File: config.mk
export PLATFORM = sky130hd
export DESIGN_NAME = stepper_position_homing_ctrl
export DESIGN_NICKNAME = d
export VERILOG_FILES = /design/src/design/sphc_pkg.sv /design/src/design/stepper_position_homing_ctrl.sv
export SDC_FILE = /design/constraint.sdc
export NUM_CORES = 1
export LEC_CHECK = 0
export ABC_AREA = 1
export ABC_CLOCK_PERIOD_IN_PS = 6100
export BUFFER_PORTS_ARGS = -buffer_cell sky130_fd_sc_hd__buf_4
export CORE_MARGIN = 2
export CORE_UTILIZATION = 63
export CTS_CLUSTER_SIZE = 12
export DETAILED_ROUTE_END_ITERATION = 8
export PLACE_DENSITY = 0.87
export SLEW_MARGIN = 0
export SYNTH_ARGS = -nofsm -noshare
export SYNTH_HDL_FRONTEND = slang
export SYNTH_SLANG_ARGS = --single-unit
File: constraint.sdc
create_clock -name clk -period 6.1 [get_ports clk]
set_input_delay 0.915 -clock clk [delete_from_list [all_inputs] [get_ports clk]]
set_output_delay 0.915 -clock clk [all_outputs]
set_load 0.02 [all_outputs]
File: src/design/sphc_pkg.sv
// Package with the shared types and constants of the stepper step/direction controller.
`timescale 1ns / 1ps

package sphc_pkg;

    // Default width of the stored axis position and step counter.
    localparam int POSITION_WIDTH_DEF = 16;

    // Reset value of the half-period register, in ticks.
    localparam logic [15:0] HALF_PERIOD_RESET = 16'd600;

    // Width of the configuration address and data buses.
    localparam int CFG_ADDR_WIDTH = 3;
    localparam int CFG_DATA_WIDTH = 32;

    // Register index of the half-period register.
    localparam logic [0:0] REG_HALF_PERIOD = 1'b0;

    // Request codes carried by an input beat.
    localparam logic [1:0] REQ_TICK = 2'd0;
    localparam logic [1:0] REQ_MOVE = 2'd1;
    localparam logic [1:0] REQ_HOME = 2'd2;

    // Axis operating mode.
    typedef enum logic [1:0] {
        MODE_IDLE = 2'd0,
        MODE_MOVE = 2'd1,
        MODE_HOME = 2'd2
    } mode_t;

    // One input beat.
    typedef struct packed {
        logic [1:0]  req_type;
        logic [15:0] target;
        logic        limit_switch;
    } in_beat_t;

    // One result beat.
    typedef struct packed {
        logic        motor_enable;
        logic        direction;
        logic        step_pulse;
        logic [15:0] position;
        logic        busy_res;
    } out_beat_t;

endpackage

File: src/design/stepper_position_homing_ctrl.sv
// Top level of the stepper step/direction controller with homing.
//
//  channel | signals                              | direction | purpose
//  --------+--------------------------------------+-----------+----------------------------
//  in      | in_valid, in_stall, in_data          | input     | tick, move and home beats
//  out     | out_valid, out_stall, out_data       | output    | one result beat per input
//  cfg     | psel, penable, pwrite, paddr, pwdata,| both      | half-period register
//          | prdata, pready                       |           |
//
// Each input beat is processed in the cycle it is accepted: the axis state and
// the output or skid register update on that edge, so one beat per cycle is
// sustained unless in stalls. The result is registered on out; a skid register
// holds a second result when out stalls, and in stalls only while it is full.
// Reset clears the axis state to idle at position zero and loads a half period
// of 600 ticks. There is no clearing pass.
`timescale 1ns / 1ps

module stepper_position_homing_ctrl #(
    parameter int POS_WIDTH = sphc_pkg::POSITION_WIDTH_DEF
) (
    input  logic                                 clk,
    input  logic                                 rst_n,
    // Input channel
    input  logic                                 in_valid,
    output logic                                 in_stall,
    input  sphc_pkg::in_beat_t                   in_data,
    // Output channel
    output logic                                 out_valid,
    input  logic                                 out_stall,
    output sphc_pkg::out_beat_t                  out_data,
    // Configuration port
    input  logic                                 psel,
    input  logic                                 penable,
    input  logic                                 pwrite,
    input  logic [sphc_pkg::CFG_ADDR_WIDTH-1:0]  paddr,
    input  logic [sphc_pkg::CFG_DATA_WIDTH-1:0]  pwdata,
    output logic [sphc_pkg::CFG_DATA_WIDTH-1:0]  prdata,
    output logic                                 pready
);

    // Configuration register.
    logic [15:0] half_period_reg;

    // Axis state.
    logic [POS_WIDTH-1:0] position_reg, position_next;
    logic [POS_WIDTH-1:0] steps_left_reg, steps_left_next;
    logic [15:0]          phase_timer_reg, phase_timer_next;
    sphc_pkg::mode_t      mode_reg, mode_next;
    logic                 pulse_reg, pulse_next;
    logic                 dir_reg, dir_next;
    logic                 enable_reg, enable_next;

    // Output register and skid stage.
    sphc_pkg::out_beat_t  out_beat_reg, out_beat_next;
    logic                 out_valid_reg, out_valid_next;
    sphc_pkg::out_beat_t  skid_beat_reg, skid_beat_next;
    logic                 skid_valid_reg, skid_valid_next;

    // Decoded events of the accepted beat.
    logic                 in_fire;
    logic                 out_fire;
    logic [POS_WIDTH-1:0] target_ext;
    logic [POS_WIDTH-1:0] steps_dec;
    logic [15:0]          timer_inc;
    logic                 tick_go;
    logic                 phase_end;
    logic                 low_end;
    logic                 move_go;
    logic                 home_go;
    logic                 target_above;
    logic                 cfg_write;
    sphc_pkg::out_beat_t  result;

    // Handshake.
    assign in_stall  = skid_valid_reg;
    assign in_fire   = in_valid && !skid_valid_reg;
    assign out_valid = out_valid_reg;
    assign out_data  = out_beat_reg;
    assign out_fire  = out_valid_reg && !out_stall;

    // Configuration port: single register, selected when address bit 2 is zero.
    assign pready    = 1'b1;
    assign cfg_write = psel && penable && pwrite
                       && (paddr[2] == sphc_pkg::REG_HALF_PERIOD);

    always_comb
    begin
        if (paddr[2] == sphc_pkg::REG_HALF_PERIOD)
        begin
            prdata = {16'd0, half_period_reg};
        end
        else
        begin
            prdata = '0;
        end
    end

    always_ff @(posedge clk or negedge rst_n)
    begin
        if (!rst_n)
        begin
            half_period_reg <= sphc_pkg::HALF_PERIOD_RESET;
        end
        else if (cfg_write)
        begin
            half_period_reg <= pwdata[15:0];
        end
    end

    // Event decode for the beat on the input.
    always_comb
    begin
        target_ext   = POS_WIDTH'(in_data.target);
        steps_dec    = steps_left_reg - POS_WIDTH'(1);
        timer_inc    = phase_timer_reg + 16'd1;
        target_above = target_ext > position_reg;
        tick_go      = (in_data.req_type == sphc_pkg::REQ_TICK)
                       && (mode_reg != sphc_pkg::MODE_IDLE);
        phase_end    = tick_go && !(timer_inc < half_period_reg);
        low_end      = phase_end && !pulse_reg;
        move_go      = (in_data.req_type == sphc_pkg::REQ_MOVE)
                       && (mode_reg == sphc_pkg::MODE_IDLE)
                       && (target_ext != position_reg);
        home_go      = (in_data.req_type == sphc_pkg::REQ_HOME)
                       && (mode_reg == sphc_pkg::MODE_IDLE);
    end

    // Next mode.
    always_comb
    begin
        mode_next = mode_reg;
        if (move_go)
        begin
            mode_next = sphc_pkg::MODE_MOVE;
        end
        else if (home_go)
        begin
            if (in_data.limit_switch)
            begin
                mode_next = sphc_pkg::MODE_HOME;
            end
        end
        else if (low_end)
        begin
            case (mode_reg)
                sphc_pkg::MODE_MOVE:
                begin
                    if (steps_dec == '0)
                    begin
                        mode_next = sphc_pkg::MODE_IDLE;
                    end
                end
                sphc_pkg::MODE_HOME:
                begin
                    if (!in_data.limit_switch)
                    begin
                        mode_next = sphc_pkg::MODE_IDLE;
                    end
                end
                default:
                begin
                    mode_next = mode_reg;
                end
            endcase
        end
    end

    // Position, step counter, timer and line levels.
    always_comb
    begin
        position_next    = position_reg;
        steps_left_next  = steps_left_reg;
        phase_timer_next = phase_timer_reg;
        pulse_next       = pulse_reg;
        dir_next         = dir_reg;
        enable_next      = enable_reg;
        if (move_go)
        begin
            enable_next      = 1'b1;
            dir_next         = target_above;
            steps_left_next  = target_above ? (target_ext - position_reg)
                                            : (position_reg - target_ext);
            position_next    = target_ext;
            pulse_next       = 1'b1;
            phase_timer_next = '0;
        end
        else if (home_go)
        begin
            enable_next = 1'b1;
            dir_next    = 1'b0;
            if (!in_data.limit_switch)
            begin
                position_next = '0;
            end
            else
            begin
                pulse_next       = 1'b1;
                phase_timer_next = '0;
            end
        end
        else if (tick_go)
        begin
            if (!phase_end)
            begin
                phase_timer_next = timer_inc;
            end
            else
            begin
                phase_timer_next = '0;
                if (pulse_reg)
                begin
                    pulse_next = 1'b0;
                end
                else if (mode_reg == sphc_pkg::MODE_MOVE)
                begin
                    // A full step is done; start the next one if any remain.
                    steps_left_next = steps_dec;
                    pulse_next      = (steps_dec != '0);
                end
                else if (!in_data.limit_switch)
                begin
                    // Switch reached at the end of a low phase.
                    position_next = '0;
                end
                else
                begin
                    pulse_next = 1'b1;
                end
            end
        end
    end

    // Result of the beat, taken after the update.
    always_comb
    begin
        result.motor_enable = enable_next;
        result.direction    = dir_next;
        result.step_pulse   = pulse_next;
        result.position     = 16'(position_next);
        result.busy_res     = (mode_next != sphc_pkg::MODE_IDLE);
    end

    // Output register with skid stage.
    always_comb
    begin
        out_beat_next   = out_beat_reg;
        out_valid_next  = out_valid_reg;
        skid_beat_next  = skid_beat_reg;
        skid_valid_next = skid_valid_reg;
        if (skid_valid_reg)
        begin
            if (out_fire)
            begin
                out_beat_next   = skid_beat_reg;
                skid_valid_next = 1'b0;
            end
        end
        else if (in_fire)
        begin
            if (out_valid_reg && !out_fire)
            begin
                skid_beat_next  = result;
                skid_valid_next = 1'b1;
            end
            else
            begin
                out_beat_next  = result;
                out_valid_next = 1'b1;
            end
        end
        else if (out_fire)
        begin
            out_valid_next = 1'b0;
        end
    end

    // Control and state registers.
    always_ff @(posedge clk or negedge rst_n)
    begin
        if (!rst_n)
        begin
            position_reg    <= '0;
            steps_left_reg  <= '0;
            phase_timer_reg <= '0;
            mode_reg        <= sphc_pkg::MODE_IDLE;
            pulse_reg       <= 1'b0;
            dir_reg         <= 1'b0;
            enable_reg      <= 1'b0;
            out_valid_reg   <= 1'b0;
            skid_valid_reg  <= 1'b0;
        end
        else
        begin
            if (in_fire)
            begin
                position_reg    <= position_next;
                steps_left_reg  <= steps_left_next;
                phase_timer_reg <= phase_timer_next;
                mode_reg        <= mode_next;
                pulse_reg       <= pulse_next;
                dir_reg         <= dir_next;
                enable_reg      <= enable_next;
            end
            out_valid_reg  <= out_valid_next;
            skid_valid_reg <= skid_valid_next;
        end
    end

    // Payload registers.
    always_ff @(posedge clk)
    begin
        out_beat_reg  <= out_beat_next;
        skid_beat_reg <= skid_beat_next;
    end

    // The skid stage only fills behind a waiting result.
    assert property (@(posedge clk) disable iff (!rst_n)
        skid_valid_reg |-> out_valid_reg)
        else $error("skid holds a beat while the output register is empty");

    // Any running operation was started with the driver enabled.
    assert property (@(posedge clk) disable iff (!rst_n)
        (mode_reg != sphc_pkg::MODE_IDLE) |-> enable_reg)
        else $error("axis busy with the driver disabled");

    // A move always has steps left to issue.
    assert property (@(posedge clk) disable iff (!rst_n)
        (mode_reg == sphc_pkg::MODE_MOVE) |-> (steps_left_reg != '0))
        else $error("move running with no steps left");

    // Operations end only after a low phase, so an idle axis has its step line low.
    assert property (@(posedge clk) disable iff (!rst_n)
        (mode_reg == sphc_pkg::MODE_IDLE) |-> !pulse_reg)
        else $error("step line high while idle");

endmodule
==> run summary <==
Post-synthesis simple-gate area fraction: 0.250
Post-CTS Setup Bufs: 0
Final setup viols: 0
Antenna-violating nets left: 0
Yosys top cell by area: dfrtp_1
WP data required: 6210 ps
Count of flip-flops with a built-in enable after synthesis: 40
Synth Flop Type: dfrtp_1
First DRT Iteration DRCs: 503
Sequential power share: 0.353
Top-count cell post-synth: nand2_1
Pre-antenna DRT Iters: 6
Flops & latches, synth: 111
Combinational fraction of design power: 0.487
Drt drc: 0
Core ar.: 0.0120 mm^2
Peak VDD IR: 214 uV
Cell-internal power: 1.93 mW
RSZ-0062 raised after global routing: false
Clock-pin transition on the worst setup and hold timing paths: 70 ps
Top Usage Layer GRT: met2
Setup TNS Final: 0 ps
M1 GR Usage: 0.356
Dpl hpwl: 13200 um
Worst hold slack: 503 ps
# diodes: 0
Total Wirelength: 17700 um
Area delta synth->final: 10.6%
Synth Area in Compound Gates: 0.131
Sequential element share of the synthesized area: 0.384
Largest net degree at the start of global routing: 72
Share of the synthesized area in the top cell type: 0.216
Post-CTS Hold Buffers: 0
Min-Delay Path Class: flip-flop to flip-flop
Adder-Cell Fraction of Synth Area: 0.0889
Worst-Margin Slew: 1110 ps
CTS tree: yes
First-pass GRT wire length: 29600 um
Final #Nets: 1210
Crit-path cells: nand2_1 > nor2_1 > nand3_1 > nor2_1 > nand3_1 > nor2_1 > nand2_1 > nor4_1 > xor2_1 > inv_1 > ha_1 > nand4_1 > nor2_1 > nand2_1 > nand2_1 > nand2_1 > inv_1 > nand4_1 > nand3_1 > o21ai_0 > nand2_1 > nand2_1
Crit path DAT: 4490 ps
Slowest CP cell: nand4_1
Post-Synth XOR/XNOR Area: 0.0349
Asr flop ratio synth: 0.640
DR vias: 6872
Outcome: completed
CP peak stage delay: 570 ps
Critical path's top delay family: simple AND/OR/NAND/NOR gates
Synth cell types: 52
Largest family of logic cells by synthesized area: simple AND/OR/NAND/NOR gates
Met2 usage in global routing: 0.482
Max-slew violations: 0
GRT Total Usage: 0.279
Die ar.: 0.0132 mm^2
Total grt overflow: 0
Multiplexer share of the synthesized area: 0.00129
Top cells by area, synth: dfrtp_1, edfxtp_1, nand2_1, ha_1, inv_1
Initial antenna violation count: 0
Fraction of layout cells with a size suffix above 1: 0.120
P_sw: 1.53 mW
Die X: 115 um
PortBufs: 80
GPL Wtd Cong: 0.956
Crit path time final: 4380 ps
CP Capture Type: flip-flop
Number of vias per cell: 5.51
Highest Clock Rate: 228 MHz
Clock root cell: clkbuf_16
Clk Latency, worst-skew pair: 360 ps
Post-Syn Area: 0.00777 mm^2
Switching part of the total: 0.442
Post-layout util: 0.716
Post-CTS resize count: 0
Headroom to the max-slew limit: 0.258
Routed length per placed instance: 14.2 um
Yosys warnings: 0
Syn_area_per_cell: 7.50 um^2
CTS Buf Count: 9
CTS H-tree depth: 3
Clock power frac: 0.160
Clock buffer depth: 2
Synthesized instance count: 1037
Kind of critical path: flip-flop to flip-flop
Met3 usage: 0.0343
Initial core utilization: 0.647
I/O pin cnt: 116
Final Skew: 7.15 ps
Leading cell types by count after synthesis: nand2_1, inv_1, nor2_1
Leak pwr: 4.33 nW
Power Total: 3.46 mW
Fin crit share: 0.718
Die span in y: 115 um
Final Hold Fails: 0
Largest fanout on the critical path: 16
Floorplan row count: 40
CP bufs+invs: 2
Critical path launch point type: flip-flop
Most frequent cell on the critical path: nand2_1
Number of max-cap violations: 0
Power per cell area: 403 mW/mm^2
Number of clock sinks: 111
Vias in the first global route: 6546
worst reg2reg max path: cells and delay by family (launching register included):
family | cells | cell delay, ps
AND/OR/NAND/NOR | 17 | 2780
buffers and inverters | 2 | 180
flip-flops | 1 | 420
AO/OA/AOI/OAI | 1 | 190
XOR/XNOR | 1 | 240
adder cells (fa/ha/maj) | 1 | 330
power groups by stage:
stage,Combinational [mW],Sequential (mW),Clock [mW]
3_5_place_dp,1.67,1.23,0
4_1_cts,1.68,1.22,0.561
6_report,1.69,1.22,0.554
5_1_grt,1.89,1.25,0.588
2_1_floorplan,1.17,1.28,0
3_3_place_gp,1.62,1.22,0
metrics by stage:
stage	setup slack, ps	std cells	instance area [um^2]
2_1_floorplan	2780	1052	7830
4_1_cts	1780	1247	8600
3_3_place_gp	1910	1231	8330
3_5_place_dp	1850	1231	8330
6_report	1720	1247	8600
5_1_grt	1190	1247	8600
logic make-up (layout without fill, tap and decap cells):
family,Yosys count,after routing
other,2,17
AND/OR/NAND/NOR,463,463
XOR/XNOR,31,31
AO/OA/AOI/OAI,180,180
flip-flops,111,111
buffers and inverters,195,243
adder cells (fa/ha/maj),54,54
multiplexers,1,1
per-layer routing:
layer  part of all wire  up-vias  routed length, um
met5                  0        -                  0
met4              0.025        0                445
met3              0.048       35                844
met2               0.48      211               8590
met1               0.44     3210               7840
li1                   -     3416                  -
area by class of cell:
| cell class | instances | area (um^2) |
|---|---|---|
| flip-flops and latches | 111 | 2980 |
| clock inverters | 4 | 31.3 |
| inverters | 146 | 553 |
| multi-input cells | 746 | 4000 |
| fillers | 977 | 3410 |
| well taps | 147 | 184 |
| clock buffers | 12 | 236 |
| repair buffers | 81 | 608 |
cell usage in the layout (no fill, tap or decap), drive strengths merged, types with 4 or more instances in the layout:
cell type    n
nand2      274
buf         81
xor2        28
ha          52
nand3       55
inv        146
o22ai       14
clkbuf      12
nor2       112
conb        17
dfstp        4
o21ai       86
o21bai       7
a21oi       54
dfrtp       67
edfxtp      40
nor3         9
nand4        7
final timing paths:
path | startpoint | to | slack, ps | cells after the start
worst min register to register | dir_reg | dir_reg | 500 | 2
max in group asynchronous | rst_n | phase_timer_reg[10] | 4790 | 1
worst max register to register | phase_timer_reg[0] | out_data[6] | 1720 | 22
worst max-delay path | phase_timer_reg[0] | out_data[6] | 1720 | 22
min in group asynchronous | rst_n | in_stall | 670 | 1
worst min-delay path | dir_reg | dir_reg | 500 | 2
(Power assumes the default switching activity.)
